`src/mpfu_pkg.sv`:
```
// Shared types, codes and modular helper functions for the prime field unit.
// Used by mpfu_regs, the field unit top and the testbench; depends on nothing.
`default_nettype none
package mpfu_pkg;

  localparam int ModWidth = 32;
  localparam int CntWidth = 7;

  localparam logic [2:0] FuncMul      = 3'd0;
  localparam logic [2:0] FuncToMont   = 3'd1;
  localparam logic [2:0] FuncFromMont = 3'd2;
  localparam logic [2:0] FuncInverse  = 3'd3;
  localparam logic [2:0] FuncPartInv  = 3'd4;

  localparam int AddrWidth = 4;
  localparam logic [AddrWidth-1:0] AddrPrime  = 4'h0;
  localparam logic [AddrWidth-1:0] AddrNegInv = 4'h8;

  localparam logic [ModWidth-1:0] PrimeReset  = 32'd883949569;
  localparam logic [63:0]         NegInvReset = 64'd2677397675937103871;

  typedef struct packed {
    logic [2:0]          func;
    logic [ModWidth-1:0] operand_a;
    logic [ModWidth-1:0] operand_b;
    logic signed [63:0]  plain_value;
  } in_item_t;

  typedef struct packed {
    logic [ModWidth-1:0] result;
    logic [CntWidth-1:0] step_count;
    logic                not_invertible;
  } out_item_t;

  // (2*r + b) mod p for r < p
  function automatic logic [ModWidth-1:0] mod_dbl(logic [ModWidth-1:0] r, logic b,
                                                  logic [ModWidth-1:0] p);
    logic [ModWidth:0] t;
    t = {r, b};
    if (t >= {1'b0, p}) begin
      t = t - {1'b0, p};
    end
    return t[ModWidth-1:0];
  endfunction

  // (x + y) mod p for x, y < p
  function automatic logic [ModWidth-1:0] mod_add(logic [ModWidth-1:0] x,
                                                  logic [ModWidth-1:0] y,
                                                  logic [ModWidth-1:0] p);
    logic [ModWidth:0] t;
    t = {1'b0, x} + {1'b0, y};
    if (t >= {1'b0, p}) begin
      t = t - {1'b0, p};
    end
    return t[ModWidth-1:0];
  endfunction

  function automatic logic [ModWidth-1:0] half_mod(logic [ModWidth-1:0] x,
                                                   logic [ModWidth-1:0] p);
    logic [ModWidth:0] t;
    t = x[0] ? ({1'b0, x} + {1'b0, p}) : {1'b0, x};
    return t[ModWidth:1];
  endfunction

  function automatic logic [ModWidth-1:0] sub_mod(logic [ModWidth-1:0] x,
                                                  logic [ModWidth-1:0] y,
                                                  logic [ModWidth-1:0] p);
    return (x >= y) ? (x - y) : (x + p - y);
  endfunction

endpackage
`default_nettype wire

```
`src/montgomery_prime_field_unit.sv`:
```
// Montgomery prime field unit (R = 2^64): multiply, conversions, full and partial inverse.
// Depends on mpfu_pkg, mpfu_mul and mpfu_regs.
//
// One item is worked at a time; the input stalls until the item's result is in the
// output register, which then waits for transfer while the next item may start.
// Montgomery multiply and from-Montgomery each run three products through the single
// serial shift-add multiplier. To-Montgomery works by one-bit modular reduction and
// double-and-add. The full inverse takes one reduction, a binary Euclid loop of
// subtraction rounds and halvings, and a to-Montgomery pass. The partial inverse
// runs as a loop of iterations. Unused function codes go straight to the done state.
`default_nettype none
module montgomery_prime_field_unit (
  input  wire logic                          clk_i,
  input  wire logic                          rst_ni,
  input  wire logic                          in_valid_i,
  output logic                               in_stall_o,
  input  wire mpfu_pkg::in_item_t            in_data_i,
  output logic                               out_valid_o,
  input  wire logic                          out_stall_i,
  output mpfu_pkg::out_item_t                out_data_o,
  input  wire logic                          psel,
  input  wire logic                          penable,
  input  wire logic                          pwrite,
  input  wire logic [mpfu_pkg::AddrWidth-1:0] paddr,
  input  wire logic [63:0]                   pwdata,
  output logic [63:0]                        prdata,
  output logic                               pready
);
  import mpfu_pkg::*;

  typedef enum logic [12:0] {
    S_IDLE    = 13'b0000000000001,
    S_MUL_AB  = 13'b0000000000010,
    S_MUL_W   = 13'b0000000000100,
    S_MUL_WP  = 13'b0000000001000,
    S_INV_CHK = 13'b0000000010000,
    S_INV_HU  = 13'b0000000100000,
    S_INV_HV  = 13'b0000001000000,
    S_INV_SUB = 13'b0000010000000,
    S_TM_RED  = 13'b0000100000000,
    S_TM_R2   = 13'b0001000000000,
    S_TM_MUL  = 13'b0010000000000,
    S_PI_LOOP = 13'b0100000000000,
    S_DONE    = 13'b1000000000000
  } state_e;

  localparam logic [ModWidth-1:0] One = {{(ModWidth-1){1'b0}}, 1'b1};

  state_e state_q, state_d;

  logic [ModWidth-1:0] prime;
  logic [63:0]         neg_inv;

  logic                mul_start, mul_busy, mul_done;
  logic [63:0]         mul_x, mul_y;
  logic [127:0]        mul_prod;

  logic [2:0]          func_q, func_d;
  logic [63:0]         p1_q, p1_d;
  logic [ModWidth-1:0] u_q, u_d, v_q, v_d, x1_q, x1_d, x2_q, x2_d;
  logic [ModWidth-1:0] r_q, r_d, km_q, km_d, acc_q, acc_d;
  logic [63:0]         k_q, k_d, pr_q, pr_d, ps_q, ps_d;
  logic                neg_q, neg_d;
  logic [CntWidth-1:0] cnt_q, cnt_d;
  out_item_t           fin_q, fin_d, out_q;
  logic                out_valid_q;

  logic                in_xfer, out_free;
  logic [64:0]         redc_lo;
  logic [63:0]         redc_z;
  logic [ModWidth-1:0] redc_res, r_next, r_one, a_next, u_sub, v_sub;
  logic [63:0]         pv_abs;

  mpfu_regs u_regs (
    .clk_i     (clk_i),
    .rst_ni    (rst_ni),
    .psel      (psel),
    .penable   (penable),
    .pwrite    (pwrite),
    .paddr     (paddr),
    .pwdata    (pwdata),
    .prdata    (prdata),
    .pready    (pready),
    .prime_o   (prime),
    .neg_inv_o (neg_inv)
  );

  mpfu_mul u_mul (
    .clk_i   (clk_i),
    .rst_ni  (rst_ni),
    .start_i (mul_start),
    .x_i     (mul_x),
    .y_i     (mul_y),
    .busy_o  (mul_busy),
    .done_o  (mul_done),
    .prod_o  (mul_prod)
  );

  assign in_stall_o = (state_q != S_IDLE);
  assign in_xfer    = in_valid_i && !in_stall_o;
  assign out_free   = !out_valid_q || !out_stall_i;

  assign redc_lo  = {1'b0, p1_q} + {1'b0, mul_prod[63:0]};
  assign redc_z   = mul_prod[127:64] + {63'd0, redc_lo[64]};
  assign redc_res = (redc_z >= {{(64-ModWidth){1'b0}}, prime}) ?
                    redc_z[ModWidth-1:0] - prime : redc_z[ModWidth-1:0];
  assign pv_abs   = in_data_i.plain_value[63] ? (64'd0 - in_data_i.plain_value)
                                              : in_data_i.plain_value;
  assign r_next   = mod_dbl(r_q, k_q[63], prime);
  assign r_one    = (prime == One) ? '0 : One;
  assign a_next   = k_q[63] ? mod_add(mod_dbl(acc_q, 1'b0, prime), km_q, prime)
                            : mod_dbl(acc_q, 1'b0, prime);
  assign u_sub    = u_q - v_q;
  assign v_sub    = v_q - u_q;

  always_comb begin
    mul_start = 1'b0;
    mul_x     = {{(64-ModWidth){1'b0}}, in_data_i.operand_a};
    mul_y     = {{(64-ModWidth){1'b0}}, in_data_i.operand_b};
    case (state_q)
      S_IDLE: begin
        if (in_data_i.func == FuncFromMont || in_data_i.func == FuncInverse) begin
          mul_y = 64'd1;
        end
        mul_start = in_xfer && (in_data_i.func == FuncMul ||
                                in_data_i.func == FuncFromMont ||
                                in_data_i.func == FuncInverse);
      end
      S_MUL_AB: begin
        mul_x     = mul_prod[63:0];
        mul_y     = neg_inv;
        mul_start = mul_done;
      end
      S_MUL_W: begin
        mul_x     = mul_prod[63:0];
        mul_y     = {{(64-ModWidth){1'b0}}, prime};
        mul_start = mul_done;
      end
      default: ;
    endcase
  end

  always_comb begin
    state_d = state_q;
    func_d  = func_q;
    p1_d    = p1_q;
    u_d     = u_q;
    v_d     = v_q;
    x1_d    = x1_q;
    x2_d    = x2_q;
    r_d     = r_q;
    km_d    = km_q;
    acc_d   = acc_q;
    k_d     = k_q;
    pr_d    = pr_q;
    ps_d    = ps_q;
    neg_d   = neg_q;
    cnt_d   = cnt_q;
    fin_d   = fin_q;
    case (state_q)
      S_IDLE: begin
        if (in_xfer) begin
          func_d = in_data_i.func;
          fin_d  = '0;
          cnt_d  = '0;
          case (in_data_i.func)
            FuncMul, FuncFromMont, FuncInverse: state_d = S_MUL_AB;
            FuncToMont: begin
              k_d   = pv_abs;
              neg_d = in_data_i.plain_value[63];
              r_d   = '0;
              state_d = (prime == '0) ? S_DONE : S_TM_RED;
            end
            FuncPartInv: begin
              u_d  = in_data_i.operand_a;
              v_d  = prime;
              pr_d = 64'd1;
              ps_d = '0;
              state_d = S_PI_LOOP;
            end
            default: state_d = S_DONE;
          endcase
        end
      end
      S_MUL_AB: begin
        if (mul_done) begin
          p1_d    = mul_prod[63:0];
          state_d = S_MUL_W;
        end
      end
      S_MUL_W: begin
        if (mul_done) begin
          state_d = S_MUL_WP;
        end
      end
      S_MUL_WP: begin
        if (mul_done) begin
          if (func_q == FuncInverse) begin
            if (prime == '0 || redc_res == '0) begin
              fin_d.not_invertible = 1'b1;
              state_d = S_DONE;
            end else begin
              u_d  = redc_res;
              v_d  = prime;
              x1_d = r_one;
              x2_d = '0;
              state_d = S_INV_CHK;
            end
          end else begin
            fin_d.result = redc_res;
            state_d = S_DONE;
          end
        end
      end
      S_INV_CHK: begin
        if (u_q == One || v_q == One) begin
          k_d   = {{(64-ModWidth){1'b0}}, (u_q == One) ? x1_q : x2_q};
          neg_d = 1'b0;
          r_d   = '0;
          cnt_d = '0;
          state_d = S_TM_RED;
        end else begin
          state_d = S_INV_HU;
        end
      end
      S_INV_HU: begin
        if (!u_q[0]) begin
          u_d  = u_q >> 1;
          x1_d = half_mod(x1_q, prime);
        end else begin
          state_d = S_INV_HV;
        end
      end
      S_INV_HV: begin
        if (!v_q[0]) begin
          v_d  = v_q >> 1;
          x2_d = half_mod(x2_q, prime);
        end else begin
          state_d = S_INV_SUB;
        end
      end
      S_INV_SUB: begin
        if (u_q >= v_q) begin
          u_d  = u_sub;
          x1_d = sub_mod(x1_q, x2_q, prime);
        end else begin
          v_d  = v_sub;
          x2_d = sub_mod(x2_q, x1_q, prime);
        end
        if ((u_q >= v_q && u_sub == '0) || (u_q < v_q && v_sub == '0)) begin
          fin_d.not_invertible = 1'b1;
          state_d = S_DONE;
        end else begin
          state_d = S_INV_CHK;
        end
      end
      S_TM_RED: begin
        r_d   = r_next;
        k_d   = k_q << 1;
        cnt_d = cnt_q + CntWidth'(1);
        if (cnt_q == CntWidth'(63)) begin
          km_d  = (neg_q && r_next != '0) ? prime - r_next :
                  (neg_q ? '0 : r_next);
          r_d   = r_one;
          cnt_d = '0;
          state_d = S_TM_R2;
        end
      end
      S_TM_R2: begin
        r_d   = mod_dbl(r_q, 1'b0, prime);
        cnt_d = cnt_q + CntWidth'(1);
        if (cnt_q == CntWidth'(63)) begin
          k_d   = {mod_dbl(r_q, 1'b0, prime), {(64-ModWidth){1'b0}}};
          acc_d = '0;
          cnt_d = '0;
          state_d = S_TM_MUL;
        end
      end
      S_TM_MUL: begin
        acc_d = a_next;
        k_d   = k_q << 1;
        cnt_d = cnt_q + CntWidth'(1);
        if (cnt_q == CntWidth'(ModWidth - 1)) begin
          fin_d.result = a_next;
          state_d = S_DONE;
        end
      end
      S_PI_LOOP: begin
        if (v_q == '0) begin
          if (u_q != One) begin
            fin_d.not_invertible = 1'b1;
          end else begin
            pr_d = (pr_q >= {{(64-ModWidth){1'b0}}, prime}) ?
                   pr_q - {{(64-ModWidth){1'b0}}, prime} : pr_q;
            fin_d.result     = pr_d[ModWidth-1:0];
            fin_d.step_count = cnt_q;
          end
          state_d = S_DONE;
        end else if (u_q == '0) begin
          fin_d.not_invertible = 1'b1;
          state_d = S_DONE;
        end else begin
          cnt_d = cnt_q + CntWidth'(1);
          if (!v_q[0]) begin
            v_d  = v_q >> 1;
            pr_d = pr_q << 1;
          end else if (!u_q[0]) begin
            u_d  = u_q >> 1;
            ps_d = ps_q << 1;
          end else if (v_q >= u_q) begin
            v_d  = v_sub >> 1;
            ps_d = ps_q + pr_q;
            pr_d = pr_q << 1;
          end else begin
            u_d  = u_sub >> 1;
            pr_d = pr_q + ps_q;
            ps_d = ps_q << 1;
          end
        end
      end
      S_DONE: begin
        if (out_free) begin
          state_d = S_IDLE;
        end
      end
      default: state_d = S_IDLE;
    endcase
  end

  always_ff @(posedge clk_i or negedge rst_ni) begin
    if (!rst_ni) begin
      state_q     <= S_IDLE;
      out_valid_q <= 1'b0;
      cnt_q       <= '0;
    end else begin
      state_q <= state_d;
      cnt_q   <= cnt_d;
      if (state_q == S_DONE && out_free) begin
        out_valid_q <= 1'b1;
      end else if (!out_stall_i) begin
        out_valid_q <= 1'b0;
      end
    end
  end

  always_ff @(posedge clk_i) begin
    func_q <= func_d;
    p1_q   <= p1_d;
    u_q    <= u_d;
    v_q    <= v_d;
    x1_q   <= x1_d;
    x2_q   <= x2_d;
    r_q    <= r_d;
    km_q   <= km_d;
    acc_q  <= acc_d;
    k_q    <= k_d;
    pr_q   <= pr_d;
    ps_q   <= ps_d;
    neg_q  <= neg_d;
    fin_q  <= fin_d;
    if (state_q == S_DONE && out_free) begin
      out_q <= fin_q;
    end
  end

  assign out_valid_o = out_valid_q;
  assign out_data_o  = out_q;

  a_onehot_state: assert property (@(posedge clk_i) disable iff (!rst_ni)
    $onehot(state_q)) else $error("state register not one-hot");

  a_mul_start_idle: assert property (@(posedge clk_i) disable iff (!rst_ni)
    mul_start |-> !mul_busy) else $error("multiplier restarted while busy");

  a_accept_leaves_idle: assert property (@(posedge clk_i) disable iff (!rst_ni)
    in_xfer |=> state_q != S_IDLE) else $error("accepted item not started");

  a_flag_zero_result: assert property (@(posedge clk_i) disable iff (!rst_ni)
    out_valid_q && out_q.not_invertible |-> out_q.result == '0 && out_q.step_count == '0)
    else $error("not-invertible result carries data");

  a_done_loads_output: assert property (@(posedge clk_i) disable iff (!rst_ni)
    state_q == S_DONE && out_free |=> out_valid_q) else $error("result not presented");

endmodule
`default_nettype wire

```
`src/mpfu_mul.sv`:
```
// Serial 64x64 shift-add multiplier, one multiplier bit per cycle.
// Depends on nothing; a single instance serves every Montgomery product of the field unit.
`default_nettype none
module mpfu_mul (
  input  wire logic         clk_i,
  input  wire logic         rst_ni,
  input  wire logic         start_i,
  input  wire logic [63:0]  x_i,
  input  wire logic [63:0]  y_i,
  output logic              busy_o,
  output logic              done_o,
  output logic [127:0]      prod_o
);

  logic [63:0] x_q, y_q, hi_q, lo_q, hi_d;
  logic [5:0]  cnt_q;
  logic        busy_q, done_q;
  logic [64:0] sum;

  assign sum  = {1'b0, hi_q} + (y_q[0] ? {1'b0, x_q} : 65'd0);
  assign hi_d = sum[64:1];

  always_ff @(posedge clk_i or negedge rst_ni) begin
    if (!rst_ni) begin
      busy_q <= 1'b0;
      done_q <= 1'b0;
      cnt_q  <= '0;
    end else if (start_i) begin
      busy_q <= 1'b1;
      done_q <= 1'b0;
      cnt_q  <= '0;
    end else if (busy_q) begin
      cnt_q <= cnt_q + 6'd1;
      if (cnt_q == 6'd63) begin
        busy_q <= 1'b0;
        done_q <= 1'b1;
      end
    end
  end

  always_ff @(posedge clk_i) begin
    if (start_i) begin
      x_q  <= x_i;
      y_q  <= y_i;
      hi_q <= '0;
      lo_q <= '0;
    end else if (busy_q) begin
      hi_q <= hi_d;
      lo_q <= {sum[0], lo_q[63:1]};
      y_q  <= {1'b0, y_q[63:1]};
    end
  end

  assign busy_o = busy_q;
  assign done_o = done_q;
  assign prod_o = {hi_q, lo_q};

endmodule
`default_nettype wire

```
`src/mpfu_regs.sv`:
```
// APB register file holding the prime modulus and minus its inverse mod 2^64.
// Depends on mpfu_pkg.
`default_nettype none
module mpfu_regs (
  input  wire logic                          clk_i,
  input  wire logic                          rst_ni,
  input  wire logic                          psel,
  input  wire logic                          penable,
  input  wire logic                          pwrite,
  input  wire logic [mpfu_pkg::AddrWidth-1:0] paddr,
  input  wire logic [63:0]                   pwdata,
  output logic [63:0]                        prdata,
  output logic                               pready,
  output logic [mpfu_pkg::ModWidth-1:0]      prime_o,
  output logic [63:0]                        neg_inv_o
);
  import mpfu_pkg::*;

  logic [ModWidth-1:0] prime_q;
  logic [63:0]         neg_inv_q;
  logic                wr_en;

  assign wr_en = psel && penable && pwrite;

  always_ff @(posedge clk_i or negedge rst_ni) begin
    if (!rst_ni) begin
      prime_q   <= PrimeReset;
      neg_inv_q <= NegInvReset;
    end else if (wr_en) begin
      if (paddr == AddrPrime) begin
        prime_q <= pwdata[ModWidth-1:0];
      end else if (paddr == AddrNegInv) begin
        neg_inv_q <= pwdata;
      end
    end
  end

  always_comb begin
    case (paddr)
      AddrPrime:  prdata = {{(64-ModWidth){1'b0}}, prime_q};
      AddrNegInv: prdata = neg_inv_q;
      default:    prdata = '0;
    endcase
  end

  assign pready    = 1'b1;
  assign prime_o   = prime_q;
  assign neg_inv_o = neg_inv_q;

endmodule
`default_nettype wire

```
`config.mk`:
```
export PLATFORM = sky130hd
export DESIGN_NAME = montgomery_prime_field_unit
export DESIGN_NICKNAME = d
export VERILOG_FILES = /design/src/mpfu_pkg.sv /design/src/montgomery_prime_field_unit.sv /design/src/mpfu_mul.sv /design/src/mpfu_regs.sv
export SDC_FILE = /design/constraint.sdc
export NUM_CORES = 2
export LEC_CHECK = 0
export BUFFER_PORTS_ARGS = -buffer_cell sky130_fd_sc_hd__buf_2
export CAP_MARGIN = 20
export CORE_UTILIZATION = 35
export DETAILED_ROUTE_END_ITERATION = 6
export GPL_TIMING_DRIVEN = 0
export PLACE_DENSITY = 0.5
export SLEW_MARGIN = 20
export SYNTH_ARGS = -nofsm -noshare
export SYNTH_HDL_FRONTEND = slang
export SYNTH_HIERARCHICAL = 1
export SYNTH_SLANG_ARGS = --single-unit
```
`constraint.sdc`:
```
create_clock -name clk_i -period 21.2 [get_ports clk_i]
set_clock_uncertainty 0.05 [all_clocks]
set_input_delay 2.12 -clock clk_i [delete_from_list [all_inputs] [get_ports clk_i]]
set_output_delay 2.12 -clock clk_i [all_outputs]
set_load 0.005 [all_outputs]
```
==> metrics.sh <==
RUN_STATUS='finished, final reports clean'
HOLDPATHSTAGES=0
CLOCK-ROOT-BUFFER='clkbuf_16'
FLOORPLAN.CORE_AREA_MM2=0.241
WORST_PIN_SLEW_NS=1.27
DIE_AREA_MM2=0.244
SYNTH_AREA_MM2=0.0848
ROUTED_VIA_DENSITY=5.98
TIMING_HOLD_VIOLATIONS_FINAL=0
FINALCRITICALPERIOD_NS=14.34
R2R_START='u_regs/prime_o[2]'
FRACTION_OF_LAYOUT_CELLS_WITH_A_SIZE_SUFFIX_ABOVE_1_PCT=9.51
LEAKAGE_nW=40.3
LEVELS_ON_CRIT_PATH=37
FIRST_GLOBAL_VIAS=77100
CRITPATHLAUNCH='u_regs/prime_o[2]'
MAX_FREQ_GHz=0.0698
CRITICAL_PATH.REG2REG.ENDPOINT='fin_q[30]'
WORST_SETUP_PATH_END_KIND='register'
HOLD-WORST-SLACK_NS=0.368
POST_DRT_WL_PER_CELL_UM=27.9
PLACED_AREA_MM2=0.0914
CTS-BUFFERS-INSERTED=118
IO_BUFFERS=310
DIE_HEIGHT_UM=494
FINALCOREUTILIZATION_PCT=39.7
WORSTHOLDPATHTYPE='register to register'
MAX_CAP_VIOLATIONS=0
POWER.NET_SWITCHING_mW=5.52
WORST-PATH-BUF-INV=5
SYNTH_EDF_COUNT=692
DETAILEDPLACEMENTHPWL_UM=300000
DRC=0
TOTALNEGATIVESETUPSLACK_NS=0
CHIPWIDTH_UM=494
ANT_NETS=0
FINAL_CELL_MIX='nand2_1, a21oi_1, nor2_1'
POST_SYNTHESIS_AREA_PER_INSTANCE_UM2=8.67
CTS_RESIZED=0
CTS-HOLD-FIX-BUFFERS=0
TIMING.FINAL.SETUP_VIOLATIONS=0
CTSLONGESTPATHBUFFERS=3
GRT_PASS1_WL_UM=541000
SYNTH.YOSYS.SEQ_AREA_SHARE_PCT=31.3
VDD_IR_DROP_MAX_V=0.0000808
WORST_SETUP_PATH_ENDPOINT='fin_q[30]'
PATH_CLASS='register to register'
ARRIVAL_NS=14.73
GROUTE.USAGE.OVERALL_PCT=30.0
AREAGROWTHSYNTHTOFINISH_PCT=12.7
SYNTH_NETS=10800
CORE.ROWCOUNT=180
POST_SYNTH_INST_COUNT=9776
TRITONCTS='built'
IO_PINS=313
CTSHTREEMAXLEVEL=3
TIMING.MAX_SLEW.REL_SLACK_PCT=13.1
MOSTFREQUENTLAYOUTCELL='nand2_1'
SWITCHING_SHARE_PCT=48.0
PATH_CLK_SLEW_NS=0.07
ANTENNA_FOUND_INITIAL=22
SLEW_VIOLATIONS=0
SHARE_CLK_OF_TOTAL_POWER_PCT=19.0
SYNTH_CELL_TYPE_COUNT=111
GP_CONGESTION=1.01
GRT_SETUP_UNREPAIRED='false'
YOSYS_WARNINGS=6
SYNTH-SEQ-CELLS=945
START_UTIL_PCT=35.2
WORST-ENDPOINT-REQUIRED_NS=21.60
TIMING.CRITICAL_PATH.FANOUT_MAX=10
DRT_PASS1_ITERATIONS=7
R2R_SETUP_SLACK_NS=6.86
POWER.DENSITY_mW_PER_MM2=120
PATH_DELAY_FAMILY='compound AO/OA/AOI/OAI gates'
NETS=11300
WORST_R2R_PATH_DEPTH=37
POST-ROUTE-CELL-AREA_MM2=0.0956
WORST_SKEW_PAIR.LATE_LATENCY_NS=0.84
CRITPATHMAXSTAGEDELAY_NS=0.94
DRT-INITIAL-DRC-COUNT=9020
LAYOUT_WORST_PATH_CYCLE_SHARE_PCT=67.6
POWER_FRAC_SEQ_PCT=26.1
ROUTED_VIAS=81200
TIMING.CRITICAL_PATH.FROM_TYPE='register'
WL_UM=378000
GLOBALROUTE.TOTALOVERFLOW=0
SYNTH-ASYNC-RESET-RATIO_PCT=13.2
POST-LAYOUT-TOTAL-POWER_mW=11.5
P_INT_mW=5.98
COMB_POWER_SHARE_PCT=54.9
BUFFERS_INSERTED_BY_POST_CTS_TIMING_REPAIR=0
CPMAXSTAGEDELAYCELL='dfrtp_1'
SYNTH-MAIN-FF-CELL='edfxtp_1'
MAXIMUM_NUMBER_OF_PINS_ON_ONE_NET_BEFORE_GLOBAL_ROUTE_REPAIR=75
CLOCK-SINKS=945
[worst min-delay path by stage]
stage / startpoint / end / slack (ns)
6_report: fin_q[5] / out_data_o[5] / 0.37
5_1_grt: fin_q[5] / out_data_o[5] / 0.37
4_1_cts: fin_q[5] / out_data_o[5] / 0.37
3_5_place_dp: fin_q[5] / out_data_o[5] / 0.35
3_3_place_gp: fin_q[12] / out_data_o[12] / 0.35
2_1_floorplan: fin_q[0] / out_data_o[0] / 0.35
[stage by stage]
step           worst slack, ns  instances
4_1_cts                   7.13      13600
6_report                  6.86      13600
3_5_place_dp              7.22      13300
5_1_grt                   6.63      13600
3_3_place_gp              3.06      13300
2_1_floorplan             9.13       9776
[layout make-up]
type / instances / area, µm²
flip-flops and latches: 945 / 26500
well taps: 3185 / 3990
clock buffers: 151 / 3260
inverters: 478 / 1800
multi-input cells: 7888 / 54900
plain buffers: 465 / 1850
clock inverters: 74 / 852
repair buffers: 375 / 2340
diodes: 19 / 47.5
fillers: 24400 / 145000
[sequential cells by signal, indices dropped and copies added, names as in the netlist, 32 cells and up]
signal            count
ps_q                 64
r_q                  32
km_q                 32
u_regs/prime_o       32
p1_q                 64
out_data_o           40
k_q                  64
u_q                  32
u_mul/hi_q           64
pr_q                 64
u_regs/neg_inv_o     64
acc_q                32
x2_q                 32
u_mul/lo_q           64
fin_q                40
v_q                  32
x1_q                 32
u_mul/y_q            64
u_mul/x_q            64
[routing by layer]
layer	share of wire, %	wire [µm]	up-vias	global-route usage (%)
met1	44	167000	40000	41.3
met3	7.3	27500	603	4.23
li1	-	-	37100	-
met4	4.9	18700	2	14.0
met5	0.037	140	-	0.391
met2	44	165000	3445	46.2
[cell families after synthesis]
kind of cell               after synthesis  synth area share [%]
AOI/OAI and AO/OA                     2941                  22.5
xor gates and xnor gates               644                  6.65
adders and majority gates              808                  12.6
buffers and inverters                  943                  4.28
DFF                                    945                  31.3
muxes                                  378                  4.74
other                                    1               0.00442
and+or+nand+nor                       3116                  17.9
[power by group through the flow]
stage	registers [mW]	clock network [mW]	logic [mW]
after floorplan	2.84	0	4.21
after global routing	3.05	2.28	6.80
after CTS	3.00	2.22	6.18
after global placement	3.08	0	6.02
final	3.01	2.19	6.31
after detailed placement	3.03	0	6.14
[cells in the mapped netlist (87+ instances only)]
cell | count | area, µm²
nor3_1 | 180 | 901
clkbuf_1 | 391 | 1470
mux2i_1 | 192 | 1920
o21ai_0 | 579 | 2900
and3_1 | 94 | 588
o211ai_1 | 108 | 811
dfxtp_1 | 128 | 2560
a21oi_1 | 843 | 4220
edfxtp_1 | 692 | 20800
a211oi_1 | 123 | 923
a31oi_1 | 90 | 563
nand2b_1 | 100 | 626
xnor2_1 | 370 | 3240
or3_1 | 89 | 557
and2_1 | 224 | 1400
nor4_1 | 87 | 544
o21bai_1 | 96 | 721
inv_1 | 477 | 1790
nand4_1 | 156 | 976
a22oi_1 | 91 | 683
ha_1 | 730 | 9130
xor2_1 | 274 | 2400
nand2_1 | 957 | 3590
a21o_1 | 296 | 2220
nand3_1 | 189 | 946
nor2_1 | 745 | 2800
mux2_2 | 148 | 1670
[worst reg2reg max path: cells and delay by family, from the launching register on]
family | cells | cell delay, ns
AOI/OAI and AO/OA | 23 | 7.74
xor gates and xnor gates | 1 | 0.21
DFF | 1 | 0.94
adders and majority gates | 3 | 1.38
buffers and inverters | 5 | 2.52
and+or+nand+nor | 5 | 1.13
No activity file was read; power rests on OpenSTA's default activity.
